[src/assert_macros.svh]
// Assertion macros for the translator RTL, included by the datapath.
`ifndef ASSERT_MACROS_SVH
`define ASSERT_MACROS_SVH
`ifndef SYNTHESIS
`define ASSERT_ALWAYS(lbl, prop, msg) \
    lbl: assert property (@(posedge i_clk) disable iff (!i_rst_n) (prop)) else $error(msg);
`define ASSERT_IMPLY(lbl, ante, cons, msg) \
    lbl: assert property (@(posedge i_clk) disable iff (!i_rst_n) (ante) |=> (cons)) \
        else $error(msg);
`else
`define ASSERT_ALWAYS(lbl, prop, msg)
`define ASSERT_IMPLY(lbl, ante, cons, msg)
`endif
`endif

[src/nsat_pkg.sv]
// Types and codes of the NUMA segment address translator.
`default_nettype none
package nsat_pkg;
    typedef enum logic [2:0] {
        OP_INSERT      = 3'd0,
        OP_CLEAR       = 3'd1,
        OP_ADDR_TO_IDX = 3'd2,
        OP_IDX_TO_ADDR = 3'd3,
        OP_IS_LOCAL    = 3'd4
    } t_op;

    typedef enum logic [1:0] {
        STAT_OK      = 2'd0,
        STAT_IGNORED = 2'd1,
        STAT_FULL    = 2'd2,
        STAT_RANGE   = 2'd3
    } t_stat;

    typedef enum logic [1:0] {
        S_IDLE,
        S_RD,
        S_EV,
        S_FIN
    } t_state;

    typedef struct packed {
        logic [2:0]  operation;
        logic [47:0] seg_base;
        logic [47:0] seg_length;
        logic [3:0]  seg_node;
        logic        seg_enabled;
        logic        seg_hotplug;
        logic [47:0] phys_addr;
        logic [3:0]  target_node;
        logic [35:0] page_index;
        logic [4:0]  page_shift;
    } t_in;

    typedef struct packed {
        logic [1:0]  status;
        logic [3:0]  found_node;
        logic [35:0] index_result;
        logic [47:0] addr_result;
        logic        is_local;
        logic [4:0]  node_count;
        logic [6:0]  segment_count;
    } t_out;

    typedef struct packed {
        logic [47:0] seg_start;
        logic [47:0] seg_end;
        logic [3:0]  node;
    } t_seg;

    typedef struct packed {
        logic load;
        logic ev;
        logic fin;
    } t_cmd;

    typedef struct packed {
        logic pre_fin;
        logic ev_fin;
        logic out_busy;
    } t_sts;
endpackage
`default_nettype wire

[src/nsat_ctrl.sv]
// Sequencer of the translator: accept, table walk, result hand-off.
`default_nettype none
module nsat_ctrl (
    input  wire             i_clk,
    input  wire             i_rst_n,
    input  wire             i_in_valid,
    output logic            o_in_stall,
    input  nsat_pkg::t_sts  i_sts,
    output nsat_pkg::t_cmd  o_cmd
);
    import nsat_pkg::*;

    t_state r_state, n_state;

    always_ff @(posedge i_clk) begin
        if (!i_rst_n) begin
            r_state <= S_IDLE;
        end else begin
            r_state <= n_state;
        end
    end

    always_comb begin
        n_state    = r_state;
        o_cmd      = '0;
        o_in_stall = (r_state != S_IDLE);
        unique case (r_state)
            S_IDLE: begin
                if (i_in_valid) begin
                    o_cmd.load = 1'b1;
                    n_state    = i_sts.pre_fin ? S_FIN : S_RD;
                end
            end
            S_RD: begin
                n_state = S_EV;
            end
            S_EV: begin
                o_cmd.ev = 1'b1;
                n_state  = i_sts.ev_fin ? S_FIN : S_RD;
            end
            S_FIN: begin
                if (!i_sts.out_busy) begin
                    o_cmd.fin = 1'b1;
                    n_state   = S_IDLE;
                end
            end
            default: n_state = S_IDLE;
        endcase
    end
endmodule
`default_nettype wire

[config.mk]
export PLATFORM = sky130hd
export DESIGN_NAME = nsat_ctrl
export DESIGN_NICKNAME = d
export VERILOG_FILES = /design/src/assert_macros.svh /design/src/nsat_pkg.sv /design/src/nsat_ctrl.sv
export SDC_FILE = /design/constraint.sdc
export NUM_CORES = 1
export LEC_CHECK = 0
export BUFFER_PORTS_ARGS = -buffer_cell sky130_fd_sc_hd__buf_2
export CAP_MARGIN = 20
export CORE_AREA = 4 4 41 43
export CTS_BUF_LIST = sky130_fd_sc_hd__clkbuf_4
export CTS_CLUSTER_DIAMETER = 200
export DETAILED_ROUTE_END_ITERATION = 8
export DIE_AREA = 0 0 45 47
export HOLD_SLACK_MARGIN = 0.15
export PLACE_DENSITY = 0.32
export SKIP_CTS_REPAIR_TIMING = 1
export SYNTH_ARGS = -nofsm -noshare
export SYNTH_HDL_FRONTEND = slang
export SYNTH_SLANG_ARGS = --single-unit
[constraint.sdc]
create_clock -name i_clk -period 0.8 [get_ports i_clk]
set_input_delay 0.04 -clock i_clk [delete_from_list [all_inputs] [get_ports i_clk]]
set_output_delay 0.04 -clock i_clk [all_outputs]
set_load 0.005 [all_outputs]
# [Word level (Yosys, flattened, before mapping)]
# Index checks and enable logic that the tools add are counted.
[classes] n_eq_ne=5 muxes=10 reduce_logical=3
[op_table] operator="2-to-1 mux 2 bit" n=4
[op_table] operator="case mux 2 bit (4 select lines)" n=1
[op_table] operator="2-to-1 mux 1 bit" n=5
[op_table] operator="== test 2 bit, second input constant" n=2
[op_table] operator="inequality test 2 bit, second input constant" n=2
[op_table] operator="== test 2 x 1 -> 1 bit, second input constant" n=1
[op_table] operator="zero test 2 bit" n=1
[op_table] operator="AND reduction 2 bit" n=1
[op_table] operator="nonzero test 2 bit" n=1
[word_totals] ff_bits=2 out_inout_bits=4 wordCells=19

# [Logic depth before layout (Yosys ltp)]
[depth] ltp_word=3 depth_mapped=2 ltp_nobuf=2

# [Worst setup path before layout]
# No wires, ideal clock.
[synth_path] kind="reg2reg" startpoint="register r_state[1]" endpoint="register r_state[1]" setup_time_ps=122 t_arrival_ps=610 slack_ps=67 stages_incl_launch_ff=3 n_path_buf=0 path_cell_list="dfxtp_1 > and3b_1 > a211oi_2"
[synth_via] elab_chain_cells=3 word_cells_on_any_way=8 classes_between="5 x eq/ne; 1 x mux; 2 x reduce/logical"
[synth_rtl] item="start: declaration" line_no="nsat_ctrl.sv:13" source="t_state r_state, n_state;"
[synth_rtl] item="start signal: assignment" line_no="nsat_ctrl.sv:19" source="r_state <= n_state;"
[synth_rtl] item="== test 2 bit / zero test 2 bit (equally long branches)" line_no="nsat_ctrl.sv:27" source="unique case (r_state)"
[synth_rtl] item="inequality test 2 bit (no line)"
[synth_rtl] item="AND reduction 2 bit (no line)"
# Several ways; a longest one is shown, not always the timed one.
# A chain may end at the register's enable or synchronous reset.

==> flow_summary.json <==
{
  "layout.cells.most_common": "sky130_fd_sc_hd__buf_2",
  "worst_reg2reg_endpoint": "r_state[1]",
  "timing.final.max_slew_violations": 0,
  "setup_violations": 6,
  "finalWorstPathRequiredPeriod_ns": 1.02,
  "layout_worst_path_cycle_share_pct": 127,
  "finish.instance_area_um2": 241,
  "antenna_violating_nets_post_route": 0,
  "worst_path_largest_cell_delay_ns": 0.32,
  "post_route_clock_skew_ns": 0.00267,
  "drt-pass1-iter-count": 2,
  "final_layout_worst_hold_slack_ns": 0.0926,
  "timing.max_cap.violations": 0,
  "synth.top_cell.area_share_pct": 35.2,
  "critical_path_peak_fanout": 5,
  "wl_per_cell_um": 7.84,
  "initialDrtViolationCount": 2,
  "grt_pass1_wl_um": 586,
  "worst_setup_path_start_kind": "register",
  "biggestRegsByFlops": "r_state x2",
  "layout.filler_cells": 158,
  "failed_checks": "negative setup slack",
  "cp_data_arrival_time_ns": 0.98,
  "yosysWarningCount": 0,
  "placement.io_buffers": 9,
  "die_w_um": 45,
  "vias_per_cell": 3.20,
  "critical_path.reg2reg.startpoint": "r_state[1]",
  "crit_family": "flip-flops",
  "fraction_of_layout_cells_with_a_size_suffix_above_1_pct": 60.0,
  "timing.final.ws_setup_ns": -0.218,
  "leakagePower_nw": 0.125,
  "crit_required_ns": 0.76,
  "fin_nets": 38,
  "irDropWorstVdd_uv": 1060,
  "cell_area_synth_um2": 114,
  "floorplan.rows": 13,
  "die-area_um2": 2120,
  "grt_pass1_vias": 136,
  "root_buffer": "sky130_fd_sc_hd__clkbuf_4",
  "layout_overhead_on_the_synthesized_area_pct": 112,
  "place.gp.congestion": 0.652,
  "setup.worst_path.class": "reg2out",
  "post-synth-top-area-cell": "sky130_fd_sc_hd__dfxtp_1",
  "tritoncts": "done",
  "path_buf_inv": 1,
  "critical_path_startpoint": "r_state[0]",
  "status": "finished with violations",
  "synth.top_cells.by_area": "sky130_fd_sc_hd__dfxtp_1 (35%), sky130_fd_sc_hd__a211oi_2 (11%), sky130_fd_sc_hd__a21oi_1 (8.8%), sky130_fd_sc_hd__and3b_1 (7.7%), sky130_fd_sc_hd__inv_1 (6.6%)",
  "multiInputGateArea_um2": 67.6,
  "io_pins": 10,
  "largest_register": "r_state",
  "type_of_the_worst_min_delay_path": "in2reg",
  "start_util_pct": 8.75,
  "syn_nets": 20,
  "largest_net_degree_at_the_start_of_global_routing": 8,
  "cp-endpoint": "o_cmd[2]",
  "end_kind": "output pin",
  "timing.slew.headroom_pct": 90.7,
  "clk-insertion-delay-late_ns": 0.22,
  "rrSetupSlack_ns": -0.19,
  "report.final.hold_viol_count": 0,
  "mostFrequentLayoutCells": "sky130_fd_sc_hd__buf_2 (9), sky130_fd_sc_hd__clkbuf_4 (3)",
  "n_antenna_cell": 0,
  "totalWireLength_um": 353,
  "clock.fmax_mhz": 982,
  "largest_reg_flops": 2,
  "syn_avg_cell_area_um2": 8.13,
  "htree_levels": 1,
  "clock_buffer_depth": 2,
  "cp_cell_sequence": "or2_1 > nor2_1 > buf_2",
  "cts.clk_slew.worst_paths_ns": 0.03,
  "worst_pin_slew_ns": 0.140,
  "number_of_buffers_created_by_cts": 3,
  "critical_path_cell_count": 3,
  "synthesized_netlist_cell_count": 14,
  "powerDensity_nw_per_um2": 1830,
  "yosysUniqueCellTypes": 11,
  "cts_num_sinks": 2,
  "synth.ff_latch_count": 2,
  "via_count": 144,
  "placed_area_um2": 178,
  "place_inst": 38,
  "core_area_um2": 1300,
  "rsz0062_at_grt": "true",
  "grt_antenna_before_repair": 0,
  "dieHeight_um": 47,
  "synth-seq-area-share_pct": 35.2,
  "grt_remaining_overflow": 0,
  "power_w": 0.000442,
  "rr_worst_depth": 4,
  "grtUsageTotal_pct": 4.73,
  "area.sequential_um2": 45.0,
  "critical-path-slowest-cell": "sky130_fd_sc_hd__dfxtp_2",
  "stdcell_count": 45,
  "final_util_pct": 18.6,
  "drc": 0
}
[tightest hold or removal path, stage by stage]
cell and delay (ns):
sky130_fd_sc_hd__buf_2 0.10, sky130_fd_sc_hd__nand3b_1 0.08, sky130_fd_sc_hd__a211oi_2 0.06
[layer usage]
metal  global-route usage, %  routed length, µm  vias up
met3                    6.90                 86        0
met2                    4.52                112       12
met4                    1.75                  0        0
li1                        -                  -       79
met5                       0                  0        -
met1                    5.20                154       53
[layout make-up]
class                   instances  area share (%)
multi-input cells              10            28.0
clock buffers                   3            9.33
well taps                      15            7.77
inverters                       2            3.11
repair buffers                 13            33.2
flip-flops and latches          2            18.7
[metrics by stage]
step	worst slack [ns]	TNS [ns]
6_report	-0.218	-0.837
5_1_grt	-0.312	-1.23
4_1_cts	-0.243	-0.775
3_5_place_dp	0.00102	0
3_3_place_gp	0.0192	0
2_1_floorplan	0.0675	0
[how the worst min path moves through the flow]
stage | start | to | slack, ns | depth (start not counted)
floorplan | i_in_valid | o_cmd[2] | 0.15 | 2
global placement | i_rst_n | r_state[0] | 0.30 | 3
detailed placement | i_rst_n | r_state[1] | 0.32 | 3
CTS | i_rst_n | r_state[1] | 0.08 | 3
global route | i_sts[2] | r_state[1] | 0.10 | 3
finish | i_sts[2] | r_state[1] | 0.09 | 3
[power breakdown]
group	internal, W	switching (W)
clock network	0.000165	0.0000537
logic	0.0000630	0.0000372
registers	0.000113	0.0000103
[cells in the mapped netlist]
library cell	count
sky130_fd_sc_hd__or2_1	1
sky130_fd_sc_hd__nor2b_1	1
sky130_fd_sc_hd__nand3b_1	1
sky130_fd_sc_hd__and3b_1	1
sky130_fd_sc_hd__nand2_1	1
sky130_fd_sc_hd__a211oi_2	1
sky130_fd_sc_hd__nor2_1	1
sky130_fd_sc_hd__inv_1	2
sky130_fd_sc_hd__o21bai_1	1
sky130_fd_sc_hd__dfxtp_1	2
sky130_fd_sc_hd__a21oi_1	2
[logic make-up (layout without fill, tap and decap cells)]
family | after synthesis | after routing | synth area share [%]
simple gates | 6 | 6 | 31.9
compound gates | 4 | 4 | 26.4
flops | 2 | 2 | 35.2
buf+inv | 2 | 18 | 6.60
Note: power is estimated with default switching activity, not from simulation.
